### src/rtl/wbps_pkg.sv
// Shared types and constants for the wildcard byte pattern scanner.
// No dependencies; every other file in rtl/ refers to this package by scope.
package wbps_pkg;

  localparam int MAX_LEN_DEF     = 8;
  localparam int OFFSET_BITS_DEF = 32;

  // Register file widths
  localparam int PAT_BYTES = 8;
  localparam int PAT_W     = 8 * PAT_BYTES;
  localparam int CARE_W    = PAT_BYTES;
  localparam int LEN_W     = 4;
  localparam int SKIP_W    = 32;
  localparam int CFG_W     = PAT_W;
  localparam int CFG_IDX_W = 2;

  // Result field width
  localparam int OFF_W = 32;

  typedef enum logic [CFG_IDX_W-1:0] {
    REG_PATTERN = 2'd0,
    REG_CARE    = 2'd1,
    REG_LENGTH  = 2'd2,
    REG_SKIP    = 2'd3
  } cfg_reg_e;

  // Control handed from the top level to every window cell
  typedef struct packed {
    logic             advance;
    logic             clear;
    logic [LEN_W-1:0] eff_len;
  } cell_ctrl_t;

  typedef struct packed {
    logic             found;
    logic [OFF_W-1:0] offset;
  } result_t;

endpackage

### src/rtl/wbps_cell.sv
// One window cell: holds one region byte, passes it on to the next cell and
// compares the byte it is about to hold with its pattern byte. Uses wbps_pkg.
module wbps_cell #(
  parameter int Idx = 0
) (
  input  logic                      clk_i,
  input  logic                      rst_ni,
  input  wbps_pkg::cell_ctrl_t      ctrl_i,
  input  logic [7:0]                byte_i,
  input  logic [wbps_pkg::PAT_W-1:0] pattern_i,
  input  logic [wbps_pkg::CARE_W-1:0] care_i,
  output logic [7:0]                byte_o,
  output logic                      hit_o
);

  logic [7:0]                   byte_q;
  logic [7:0]                   byte_d;
  logic [2:0]                   sel;
  logic                         active;
  logic [7:0]                   want;

  // Cell Idx lines up with pattern byte eff_len-1-Idx
  assign sel    = 3'(ctrl_i.eff_len - wbps_pkg::LEN_W'(Idx) - wbps_pkg::LEN_W'(1));
  assign active = wbps_pkg::LEN_W'(Idx) < ctrl_i.eff_len;
  assign want   = pattern_i[{sel, 3'b000} +: 8];
  assign hit_o  = !active || !care_i[sel] || (byte_i == want);

  always_comb begin
    byte_d = byte_q;
    if (ctrl_i.clear) begin
      byte_d = '0;
    end else if (ctrl_i.advance) begin
      byte_d = byte_i;
    end
  end

  always_ff @(posedge clk_i or negedge rst_ni) begin
    if (!rst_ni) begin
      byte_q <= '0;
    end else begin
      byte_q <= byte_d;
    end
  end

  assign byte_o = byte_q;

endmodule

### src/rtl/wbps_out_fifo.sv
// Two-entry result queue: an output register plus a skid entry, so the scan
// keeps taking bytes while a result waits. Uses wbps_pkg::result_t.
module wbps_out_fifo (
  input  logic              clk_i,
  input  logic              rst_ni,
  input  logic              push_i,
  input  wbps_pkg::result_t data_i,
  input  logic              out_stall_i,
  output logic              out_valid_o,
  output wbps_pkg::result_t data_o,
  output logic              full_o
);

  logic              v0_q, v0_d;
  logic              v1_q, v1_d;
  wbps_pkg::result_t e0_q, e0_d;
  wbps_pkg::result_t e1_q, e1_d;
  logic              pop;

  assign pop = v0_q && !out_stall_i;

  always_comb begin
    v0_d = v0_q;
    v1_d = v1_q;
    e0_d = e0_q;
    e1_d = e1_q;
    if (pop) begin
      if (v1_q) begin
        e0_d = e1_q;
        if (push_i) begin
          e1_d = data_i;
        end else begin
          v1_d = 1'b0;
        end
      end else if (push_i) begin
        e0_d = data_i;
      end else begin
        v0_d = 1'b0;
      end
    end else if (push_i) begin
      // Never full here: the input side is stalled while the skid entry is used
      if (!v0_q) begin
        e0_d = data_i;
        v0_d = 1'b1;
      end else begin
        e1_d = data_i;
        v1_d = 1'b1;
      end
    end
  end

  always_ff @(posedge clk_i or negedge rst_ni) begin
    if (!rst_ni) begin
      v0_q <= 1'b0;
      v1_q <= 1'b0;
    end else begin
      v0_q <= v0_d;
      v1_q <= v1_d;
    end
  end

  always_ff @(posedge clk_i) begin
    e0_q <= e0_d;
    e1_q <= e1_d;
  end

  assign out_valid_o = v0_q;
  assign data_o      = e0_q;
  assign full_o      = v1_q;

endmodule

### src/rtl/wildcard_byte_pattern_scan.sv
// Wildcard byte pattern scanner, top level: config registers, counters,
// a chain of wbps_cell window cells and the wbps_out_fifo result queue. Uses wbps_pkg.
//
//  channel   | handshake                  | payload
//  ----------+----------------------------+------------------------------------
//  input     | in_valid_i / in_stall_o    | data_byte_i, last_byte_i
//  output    | out_valid_o / out_stall_i  | found_o, match_offset_o
//  config    | cfg_we_i                   | cfg_idx_i, cfg_data_i
//
// One byte per cycle while not stalled. A byte enters the window cells and is
// compared at every position in the same cycle; its result, if any, is registered in the queue.
// Reset clears the window, counters and queue and loads the register defaults.
// The input stalls only while both result entries are held by a stalled output.
module wildcard_byte_pattern_scan #(
  parameter int MaxLen     = wbps_pkg::MAX_LEN_DEF,
  parameter int OffsetBits = wbps_pkg::OFFSET_BITS_DEF
) (
  input  logic                           clk_i,
  input  logic                           rst_ni,
  input  logic                           in_valid_i,
  output logic                           in_stall_o,
  input  logic [7:0]                     data_byte_i,
  input  logic                           last_byte_i,
  output logic                           out_valid_o,
  input  logic                           out_stall_i,
  output logic                           found_o,
  output logic [wbps_pkg::OFF_W-1:0]     match_offset_o,
  input  logic                           cfg_we_i,
  input  logic [wbps_pkg::CFG_IDX_W-1:0] cfg_idx_i,
  input  logic [wbps_pkg::CFG_W-1:0]     cfg_data_i
);

  // Only the first eight positions can ever be compared
  localparam int Win = (MaxLen < wbps_pkg::PAT_BYTES) ? MaxLen : wbps_pkg::PAT_BYTES;

  logic [wbps_pkg::PAT_W-1:0]  pattern_q;
  logic [wbps_pkg::CARE_W-1:0] care_q;
  logic [wbps_pkg::LEN_W-1:0]  len_q;
  logic [wbps_pkg::SKIP_W-1:0] skip_q;

  logic [OffsetBits-1:0]       bytes_q, bytes_d;
  logic [wbps_pkg::SKIP_W-1:0] matches_q, matches_d;
  logic                        reported_q, reported_d;

  logic [wbps_pkg::LEN_W-1:0]  eff_len;
  logic [wbps_pkg::LEN_W-1:0]  len_m1;
  logic                        accept;
  logic                        live;
  logic                        len_ok;
  logic                        is_match;
  logic                        is_hit;
  logic                        push;
  logic                        fifo_full;
  logic [OffsetBits-1:0]       start;
  logic [wbps_pkg::OFF_W-1:0]  start_sat;
  logic [Win-1:0]              hits;
  logic [7:0]                  win_byte [Win+1];
  wbps_pkg::cell_ctrl_t        ctrl;
  wbps_pkg::result_t           res_in;
  wbps_pkg::result_t           res_out;

  // Configuration registers
  always_ff @(posedge clk_i or negedge rst_ni) begin
    if (!rst_ni) begin
      pattern_q <= '0;
      care_q    <= '1;
      len_q     <= wbps_pkg::LEN_W'(1);
      skip_q    <= '0;
    end else if (cfg_we_i) begin
      case (cfg_idx_i)
        wbps_pkg::REG_PATTERN: pattern_q <= cfg_data_i;
        wbps_pkg::REG_CARE:    care_q    <= cfg_data_i[wbps_pkg::CARE_W-1:0];
        wbps_pkg::REG_LENGTH:  len_q     <= cfg_data_i[wbps_pkg::LEN_W-1:0];
        wbps_pkg::REG_SKIP:    skip_q    <= cfg_data_i[wbps_pkg::SKIP_W-1:0];
        default: ;
      endcase
    end
  end

  assign eff_len = (len_q > wbps_pkg::LEN_W'(Win)) ? wbps_pkg::LEN_W'(Win) : len_q;
  assign len_m1  = eff_len - wbps_pkg::LEN_W'(1);

  assign accept = in_valid_i && !in_stall_o;
  assign live   = accept && !reported_q;

  assign ctrl.advance = live;
  assign ctrl.clear   = accept && last_byte_i;
  assign ctrl.eff_len = eff_len;

  // Window cell chain: cell 0 takes the new byte, each cell feeds the next
  assign win_byte[0] = data_byte_i;

  for (genvar k = 0; k < Win; k++) begin : g_cell
    wbps_cell #(
      .Idx(k)
    ) u_cell (
      .clk_i    (clk_i),
      .rst_ni   (rst_ni),
      .ctrl_i   (ctrl),
      .byte_i   (win_byte[k]),
      .pattern_i(pattern_q),
      .care_i   (care_q),
      .byte_o   (win_byte[k+1]),
      .hit_o    (hits[k])
    );
  end

  assign len_ok   = (eff_len != '0) && (bytes_q >= OffsetBits'(len_m1));
  assign is_match = live && len_ok && (&hits);
  assign is_hit   = is_match && (matches_q == skip_q);
  assign push     = live && (is_hit || last_byte_i);

  assign start = bytes_q - OffsetBits'(len_m1);

  if (OffsetBits > wbps_pkg::OFF_W) begin : g_off_wide
    assign start_sat = (|start[OffsetBits-1:wbps_pkg::OFF_W]) ? '1
                                                              : start[wbps_pkg::OFF_W-1:0];
  end else if (OffsetBits == wbps_pkg::OFF_W) begin : g_off_same
    assign start_sat = start;
  end else begin : g_off_narrow
    assign start_sat = {{(wbps_pkg::OFF_W - OffsetBits){1'b0}}, start};
  end

  assign res_in.found  = is_hit;
  assign res_in.offset = is_hit ? start_sat : '0;

  // Region counters, saturating
  always_comb begin
    bytes_d    = bytes_q;
    matches_d  = matches_q;
    reported_d = reported_q;
    if (ctrl.clear) begin
      bytes_d    = '0;
      matches_d  = '0;
      reported_d = 1'b0;
    end else begin
      if (live && !(&bytes_q)) begin
        bytes_d = bytes_q + OffsetBits'(1);
      end
      if (is_match && !(&matches_q)) begin
        matches_d = matches_q + wbps_pkg::SKIP_W'(1);
      end
      if (is_hit) begin
        reported_d = 1'b1;
      end
    end
  end

  always_ff @(posedge clk_i or negedge rst_ni) begin
    if (!rst_ni) begin
      bytes_q    <= '0;
      matches_q  <= '0;
      reported_q <= 1'b0;
    end else begin
      bytes_q    <= bytes_d;
      matches_q  <= matches_d;
      reported_q <= reported_d;
    end
  end

  wbps_out_fifo u_out_fifo (
    .clk_i      (clk_i),
    .rst_ni     (rst_ni),
    .push_i     (push),
    .data_i     (res_in),
    .out_stall_i(out_stall_i),
    .out_valid_o(out_valid_o),
    .data_o     (res_out),
    .full_o     (fifo_full)
  );

  assign in_stall_o     = fifo_full;
  assign found_o        = res_out.found;
  assign match_offset_o = res_out.offset;

endmodule

### config.mk
export PLATFORM = sky130hd
export DESIGN_NAME = wildcard_byte_pattern_scan
export DESIGN_NICKNAME = d
export VERILOG_FILES = /design/src/rtl/wbps_pkg.sv /design/src/rtl/wbps_cell.sv /design/src/rtl/wbps_out_fifo.sv /design/src/rtl/wildcard_byte_pattern_scan.sv
export SDC_FILE = /design/constraint.sdc
export NUM_CORES = 1
export LEC_CHECK = 0
export BUFFER_PORTS_ARGS = -buffer_cell sky130_fd_sc_hd__buf_2
export CAP_MARGIN = 5
export CORE_MARGIN = 4
export CORE_UTILIZATION = 45
export CTS_BUF_LIST = sky130_fd_sc_hd__clkbuf_4 sky130_fd_sc_hd__clkbuf_8
export CTS_CLUSTER_DIAMETER = 50
export DETAILED_ROUTE_END_ITERATION = 6
export GPL_TIMING_DRIVEN = 1
export PLACE_DENSITY = 0.69
export SETUP_SLACK_MARGIN = 0.5
export SLEW_MARGIN = 20
export SYNTH_ARGS = -nofsm -noshare
export SYNTH_HDL_FRONTEND = slang
export SYNTH_SLANG_ARGS = --single-unit
### constraint.sdc
create_clock -name clk_i -period 9.5 [get_ports clk_i]
set_input_delay 1.9 -clock clk_i [delete_from_list [all_inputs] [get_ports clk_i]]
set_output_delay 1.9 -clock clk_i [all_outputs]
set_load 0.01 [all_outputs]
Yosys cells after proc, flatten, opt, wreduce, memory -nomap -nowiden
Index checks and enable logic that the tools add are counted.
{"block": "word_totals", "register_bits": 297, "inputBits": 80, "out_inout_bits": 35, "wordCells": 205}
{"block": "op_classes", "add_sub_neg": 17, "n_lt_le_gt_ge": 18, "eq_ne": 17, "shift": 8, "muxes": 56, "n_reduce_logical": 69}
{"operator": "$shiftx A64 B7 Y8", "n": 8}
{"operator": "$mux W33", "n": 9}
{"operator": "$mux W32", "n": 5}
{"operator": "$mux W8", "n": 14}
{"operator": "$add A32 B1 Y32 const B", "n": 2}
{"operator": "$eq A8 B8 Y1", "n": 8}
{"operator": "$reduce_and A32 Y1", "n": 2}
{"operator": "$eq A32 B32 Y1", "n": 1}
{"operator": "$ge A32 B4 Y1", "n": 1}
{"operator": "$lt A3 B4 Y1 const B", "n": 8}
{"operator": "$sub A32 B4 Y32", "n": 1}
{"operator": "$bmux W1 S3", "n": 8}
{"operator": "$logic_not A1 Y1", "n": 21}
{"operator": "$sub A3 B1 Y3 const B", "n": 7}
{"operator": "$mux W1", "n": 19}
{"operator": "$logic_or A1 B1 Y1", "n": 17}
{"operator": "$lt A3 B4 Y1 const A", "n": 4}
{"operator": "$reduce_bool A2 Y1", "n": 7}
{"operator": "$sub A3 B3 Y3 const B", "n": 4}
{"operator": "$logic_and A1 B1 Y1", "n": 11}
{"operator": "$reduce_and A2 Y1", "n": 5}
{"operator": "$lt A1 B4 Y1 const A", "n": 2}
{"operator": "$lt A2 B4 Y1 const A", "n": 2}
{"operator": "$ne A2 B2 Y1 const B", "n": 4}
{"operator": "12 further kinds", "n": 15}

Logic depth before layout (Yosys ltp)
{"block": "depth", "ltp_word": 17, "ltp_mapped": 27, "ltp_nobuf": 16}

By module
Synthesis repeated with hierarchy kept, for this count alone.
{"block": "hier_totals", "cells_unflattened": 1628, "area_unflattened_um2": 19880.3}
{"module": "wildcard_byte_pattern_scan", "instances": 1, "cells_per_inst": 845, "area_each_um2": 8987.4, "seq_area_each_um2": 4340.4}
{"module": "wbps_out_fifo", "instances": 1, "cells_per_inst": 114, "area_each_um2": 2616.3, "seq_area_each_um2": 2031.9}
{"module": "wbps_cell (g_cell[4].u_cell)", "instances": 1, "cells_per_inst": 84, "area_each_um2": 1081.0, "seq_area_each_um2": 200.2}
{"module": "wbps_cell (g_cell[6].u_cell)", "instances": 1, "cells_per_inst": 82, "area_each_um2": 1074.8, "seq_area_each_um2": 200.2}
{"module": "wbps_cell (g_cell[0].u_cell)", "instances": 1, "cells_per_inst": 79, "area_each_um2": 1051.0, "seq_area_each_um2": 200.2}
{"module": "wbps_cell (g_cell[2].u_cell)", "instances": 1, "cells_per_inst": 77, "area_each_um2": 1036.0, "seq_area_each_um2": 200.2}
{"module": "wbps_cell (g_cell[1].u_cell)", "instances": 1, "cells_per_inst": 87, "area_each_um2": 1013.5, "seq_area_each_um2": 200.2}
{"module": "wbps_cell (g_cell[5].u_cell)", "instances": 1, "cells_per_inst": 85, "area_each_um2": 1013.5, "seq_area_each_um2": 200.2}
{"module": "wbps_cell (g_cell[7].u_cell)", "instances": 1, "cells_per_inst": 89, "area_each_um2": 1011.0, "seq_area_each_um2": 200.2}
{"module": "wbps_cell (g_cell[3].u_cell)", "instances": 1, "cells_per_inst": 86, "area_each_um2": 996.0, "seq_area_each_um2": 200.2}

Worst setup path before layout
No wires, ideal clock.
{"block": "synth_timing", "path_kind": "reg2reg", "from": "reg len_q[0] in the netlist's numbering", "to": "reg u_out_fifo.e1_q[0] in the netlist's numbering, enable pin", "setup_time_ps": 506, "arrival_ps": 7479, "required_time_ps": 8994, "slack_ps": 1515, "stages_incl_launch_ff": 22, "n_path_buf": 8, "period_less_slack_ps": 7985, "path_cell_list": "dfstp_2 buf_4 and2b_1 buf_6 inv_2 buf_6 buf_6 buf_6 buf_2 ha_1 clkbuf_1 buf_1 mux2i_1 mux4_2 xor2_1 o211ai_1 o41ai_2 and2_1 o2111ai_1 nor3_1 a21oi_1 nor4_1"}
{"block": "synth_via", "elab_chain_cells": 16, "elab_cells_between_ends": 100, "classes_between": "add/sub: 14; order compare: 10; eq/ne: 9; shift: 8; mux: 17; reduce/logical: 42"}
{"item": "start, declared", "line_no": "wildcard_byte_pattern_scan.sv:38", "rtl": "logic [wbps_pkg::LEN_W-1:0] len_q;"}
{"item": "start signal, assigned", "line_no": "wildcard_byte_pattern_scan.sv:67", "rtl": "len_q <= wbps_pkg::LEN_W'(1);"}
{"item": "start signal, assigned", "line_no": "wildcard_byte_pattern_scan.sv:73", "rtl": "wbps_pkg::REG_LENGTH: len_q <= cfg_data_i[wbps_pkg::LEN_W-1:0];"}
{"item": "$gt A4 B4 Y1", "line_no": "wildcard_byte_pattern_scan.sv:80", "rtl": "assign eff_len = (len_q > wbps_pkg::LEN_W'(Win)) ? wbps_pkg::LEN_W'(Win) : len_q;"}
{"item": "$mux W4 *", "line_no": "wildcard_byte_pattern_scan.sv:80"}
{"item": "parallel branches: the longest is 8 deep, another holds $sub A4 B1 Y4"}
{"item": "$logic_and A1 B1 Y1 *", "line_no": "wildcard_byte_pattern_scan.sv:109", "rtl": "assign is_match = live && len_ok && (&hits);"}
{"item": "$logic_and A1 B1 Y1 *", "line_no": "wildcard_byte_pattern_scan.sv:110", "rtl": "assign is_hit = is_match && (matches_q == skip_q);"}
{"item": "$logic_or A1 B1 Y1 *", "line_no": "wildcard_byte_pattern_scan.sv:111", "rtl": "assign push = live && (is_hit || last_byte_i);"}
{"item": "$logic_and A1 B1 Y1 *", "line_no": "wildcard_byte_pattern_scan.sv:111"}
{"item": "$ne A2 B2 Y1 (no line) / $reduce_bool A2 Y1 (equally long branches)"}
{"item": "$reduce_and A4 Y1 (no line) *"}
{"item": "end signal, assigned", "line_no": "wbps_out_fifo.sv:64", "rtl": "e1_q <= e1_d;"}
{"item": "end, declared", "line_no": "wbps_out_fifo.sv:17", "rtl": "wbps_pkg::result_t e1_q, e1_d;"}
Every way passes the cells marked *. The select of a mux whose other input is x is not followed.
A chain may end at the register's enable or synchronous reset.

Final worst setup path
{"block": "layout_timing", "from": "reg len_q[3] in the netlist's numbering", "to": "reg u_out_fifo.e0_q (netlist bit u_out_fifo.data_o[0]), enable pin"}
{"block": "layout_via", "elab_chain_cells": 16, "elab_cells_between_ends": 100, "classes_between": "add/sub: 14; order compare: 10; eq/ne: 8; shift: 8; mux: 17; reduce/logical: 43"}
{"item": "$gt A4 B4 Y1", "line_no": "wildcard_byte_pattern_scan.sv:80"}
{"item": "$mux W4 *", "line_no": "wildcard_byte_pattern_scan.sv:80"}
{"item": "parallel branches: the longest is 8 deep, another holds $sub A4 B1 Y4"}
{"item": "$logic_and A1 B1 Y1 *", "line_no": "wildcard_byte_pattern_scan.sv:109"}
{"item": "$logic_and A1 B1 Y1 *", "line_no": "wildcard_byte_pattern_scan.sv:110"}
{"item": "$logic_or A1 B1 Y1 *", "line_no": "wildcard_byte_pattern_scan.sv:111"}
{"item": "$logic_and A1 B1 Y1 *", "line_no": "wildcard_byte_pattern_scan.sv:111"}
{"item": "$reduce_bool A2 Y1 (no line)"}
{"item": "$reduce_and A3 Y1 (no line) *"}
{"item": "end signal, assigned", "line_no": "wbps_out_fifo.sv:63", "rtl": "e0_q <= e0_d;"}
{"item": "end, declared", "line_no": "wbps_out_fifo.sv:16", "rtl": "wbps_pkg::result_t e0_q, e0_d;"}
Marks and branches as above.

==> results.md <==
* Outcome: finished, final reports clean
* Die height at 207 um
* Wire length per cell after detailed routing at 22.9 um
* Critical path startpoint category: flip-flop
* Count of final setup violators at 0
* Number of different library cells in the post-synthesis netlist at 74
* Number of max-cap violations at 0
* Overall die width at 207 um
* Worst-case headroom to the max-slew limit at 21.5%
* Placed Instances at 2,259
* DRT Pass-1 Iters at 6
* Detailed-route via count at 14,561
* Longest Clk Path Bufs at 3
* Total of warnings raised by yosys at 0
* Sum of negative setup slack at 0 ps
* Remaining antenna violation count at 0
* P&R area growth vs syn at 12.1%
* Count of nets after finishing at 1,888
* Sink count of the clock tree at 297
* Number of buffers inserted to repair setup after CTS at 0
* Number of buffers inserted during clock tree synthesis at 52
* Sequential cell area fraction in the yosys report at 43.7%
* Critical setup path kind: reg2reg
* Final number of hold-violating endpoints at 0
* Largest net degree at the start of global routing at 106
* Setup repair after global routing missed its margin: no
* CTS tree: done
* Clock-pin slew on the worst setup and hold paths at 60 ps
* Total detailed-routing wirelength at 53.9 mm
* Worst Skew at 33.7 ps
* Core region area at 38,800 sq um
* Mean area per synthesized cell at 10.3 sq um
* Clock Tree Root: sky130_fd_sc_hd__clkbuf_8
* Post-detailed-placement half-perimeter wirelength at 39.0 mm
* Vias/cell at 6.18
* Worst endpoint data arrival time at 6680 ps
* Final antenna diode count at 0
* Worst supply voltage drop on vdd at 0.000149 V
* Crit path capture type: flip-flop
* Actual slew at the worst max-slew pin at 1170 ps
* Depth of the CTS H-tree at 2
* Total die area at 42,700 sq um
* Final Slew Violations at 0
* Count of port buffers added during placement at 114
* Source-to-sink clock delay at the later pin of the worst-skew pair at 650 ps
* Commonest non-fill, non-tap cell in the layout: sky130_fd_sc_hd__dfrtp_1
* Fraction of final layout cells sized beyond drive strength 1 at 22.6%
* GRT Total Usage at 25.0%
* Starting density of the core at 45.8%
* Async SR Flop Fraction at 77.8%
* Number of synthesized flops with an enable pin at 66
* Commonest register cell after synthesis: sky130_fd_sc_hd__dfrtp_1
* Initial antenna violation count at 0
* Max Clk Rate at 156 MHz
* Overall power consumption at 0.00455 W
* Worst hold-check slack at 517 ps
* DRC marker count from the first detailed-route iteration at 1,731
* Hold crit path type: reg2reg
* Number of placement rows at 72
* Static Leakage at 8.30 nW
* Final Wtd Congestion at 1.00
* Ports placed on the boundary at 115
* Min Clock Period, post-route at 6430 ps
* CP max FO at 64
* Final cycle utilization of the critical path at 67.7%
* Final cell utilization of the core at 51.3%
* Worst EP required at 9750 ps
* Net Count, Synth at 1,820
* Quantity of gates resized following cts at 0
* Power Density at 228 nW/um^2
* Grt total ovfl at 0
* Cell area after technology mapping at 17,800 sq um
* CTS Hold Buffers Added at 0
* Number of global-route vias before repair at 14,006
* Number of standard cells after synthesis at 1,727
* Commonest non-fill, non-tap cells in the layout: sky130_fd_sc_hd__dfrtp_1, sky130_fd_sc_hd__nand2_1, sky130_fd_sc_hd__nor2_1
* FF+latch count, synth at 297
* Number of DRC violations after detailed routing at 0
* First-pass GRT wire length at 82.9 mm
* Final std cells w/o fill at 2,356
==> worst paths after layout <==
kind / startpoint / slack, ps / endpoint / cells past startpoint
min in group asynchronous: rst_ni / 1280 / g_cell[3].u_cell.byte_o[3]$_DFFE_PN0P_ / 1
worst min register to register: u_out_fifo.e1_q[32]$_DFFE_PP_ / 520 / u_out_fifo.data_o[32]$_DFFE_PP_ / 2
max in group asynchronous: rst_ni / 6600 / pattern_q[15]$_DFFE_PN0P_ / 2
worst max register to register: len_q[3]$_DFFE_PN0P_ / 3070 / u_out_fifo.data_o[0]$_DFFE_PP_ / 14
worst max-delay path: len_q[3]$_DFFE_PN0P_ / 3070 / u_out_fifo.data_o[0]$_DFFE_PP_ / 14
worst min-delay path: u_out_fifo.e1_q[32]$_DFFE_PP_ / 520 / u_out_fifo.data_o[32]$_DFFE_PP_ / 2
==> per-layer routing <==
layer  track usage [%]  part of all wire [%]  wire (um)
met3              6.26                   9.4       5060
met5                 0                     0          0
met2              36.7                    43      23400
met1              35.3                    43      23000
met4              10.9                   4.4       2390
==> report_power, final <==
part	leakage [nW]	total [W]	internal, W	switching, W
Clock	0.631	0.00134	0.000768	0.000570
Combinational	4.05	0.00156	0.000666	0.000897
Sequential	3.63	0.00165	0.00142	0.000225
Total	8.30	0.00455	0.00286	0.00169
==> logic make-up (layout without fill, tap and decap cells) <==
| group | after synthesis | after routing | synth area share [%] |
|---|---|---|---|
| buffers and inverters | 146 | 257 | 3.48 |
| flip-flops | 297 | 297 | 43.7 |
| AO/OA/AOI/OAI | 319 | 319 | 11.8 |
| XOR/XNOR | 164 | 164 | 8.08 |
| AND/OR/NAND/NOR | 574 | 574 | 16.7 |
| multiplexers | 214 | 214 | 15.2 |
| adder cells (fa/ha/maj) | 13 | 13 | 0.957 |
==> critical path: stages (launching register included) <==
cell	delay, ps
sky130_fd_sc_hd__dfrtp_1	370
sky130_fd_sc_hd__buf_4	320
sky130_fd_sc_hd__and3b_1	570
sky130_fd_sc_hd__inv_2	200
sky130_fd_sc_hd__ha_1	680
sky130_fd_sc_hd__buf_4	340
sky130_fd_sc_hd__mux4_2	340
sky130_fd_sc_hd__xor2_1	150
sky130_fd_sc_hd__or3_1	370
sky130_fd_sc_hd__a31oi_1	160
sky130_fd_sc_hd__and2_1	150
sky130_fd_sc_hd__o2111ai_1	120
sky130_fd_sc_hd__nor3_1	480
sky130_fd_sc_hd__nand2_1	740
sky130_fd_sc_hd__a31oi_4	1040
==> stage by stage <==
step	instance area [sq um]	worst slack (ps)
after CTS	19900	3010
after detailed placement	18700	3040
after floorplan	17800	1510
final	19900	3070
after global placement	18700	3170
after global routing	19900	2600
==> area by class of cell <==
cell class / count / area (sq um)
Sequential cell: 297 / 7780
Clock buffer: 75 / 995
Multi-Input combinational cell: 1284 / 9430
Clock inverter: 22 / 228
Timing Repair Buffer: 137 / 753
Tap cell: 518 / 648
Fill cell: 3498 / 18900
Inverter: 23 / 86.3
==> sequential cells by signal, summed over array words and instances (netlist names) <==
name and count:
bytes_q 32, care_q 8, g_cell.u_cell.byte_o 56, len_q 4, matches_q 32, pattern_q 64
reported_q 1, skip_q 32, u_out_fifo.data_o 33, u_out_fifo.e1_q 33, u_out_fifo.full_o 1, u_out_fifo.out_valid_o 1
==> synthesized netlist by cell type, types with 10 or more instances <==
cell | instances | area [sq um]
sky130_fd_sc_hd__xor2_1 | 91 | 797
sky130_fd_sc_hd__nor3b_1 | 12 | 90.1
sky130_fd_sc_hd__mux2_2 | 109 | 1230
sky130_fd_sc_hd__nor2_1 | 116 | 435
sky130_fd_sc_hd__clkbuf_1 | 89 | 334
sky130_fd_sc_hd__o21ai_0 | 78 | 390
sky130_fd_sc_hd__dfrtp_1 | 222 | 5560
sky130_fd_sc_hd__nand4_1 | 33 | 206
sky130_fd_sc_hd__a21oi_1 | 91 | 455
sky130_fd_sc_hd__and3b_1 | 21 | 184
sky130_fd_sc_hd__nand2b_1 | 10 | 62.6
sky130_fd_sc_hd__nand3_1 | 32 | 160
sky130_fd_sc_hd__o22ai_1 | 12 | 75.1
sky130_fd_sc_hd__mux2i_1 | 71 | 711
sky130_fd_sc_hd__buf_1 | 11 | 41.3
sky130_fd_sc_hd__or3_1 | 40 | 250
sky130_fd_sc_hd__xnor2_1 | 73 | 639
sky130_fd_sc_hd__nor3_1 | 34 | 170
sky130_fd_sc_hd__buf_2 | 14 | 70.1
sky130_fd_sc_hd__o31ai_1 | 12 | 90.1
sky130_fd_sc_hd__nor4_1 | 25 | 156
sky130_fd_sc_hd__a22o_1 | 23 | 201
sky130_fd_sc_hd__a22oi_1 | 10 | 75.1
sky130_fd_sc_hd__nand2_1 | 166 | 623
sky130_fd_sc_hd__edfxtp_1 | 66 | 1980
sky130_fd_sc_hd__mux4_2 | 34 | 766
sky130_fd_sc_hd__nor2b_1 | 12 | 75.1
sky130_fd_sc_hd__o211ai_1 | 12 | 90.1
sky130_fd_sc_hd__and3_1 | 13 | 81.3
sky130_fd_sc_hd__inv_1 | 19 | 71.3
sky130_fd_sc_hd__ha_1 | 12 | 150
sky130_fd_sc_hd__or4_1 | 16 | 120
(Power assumes the default switching activity.)
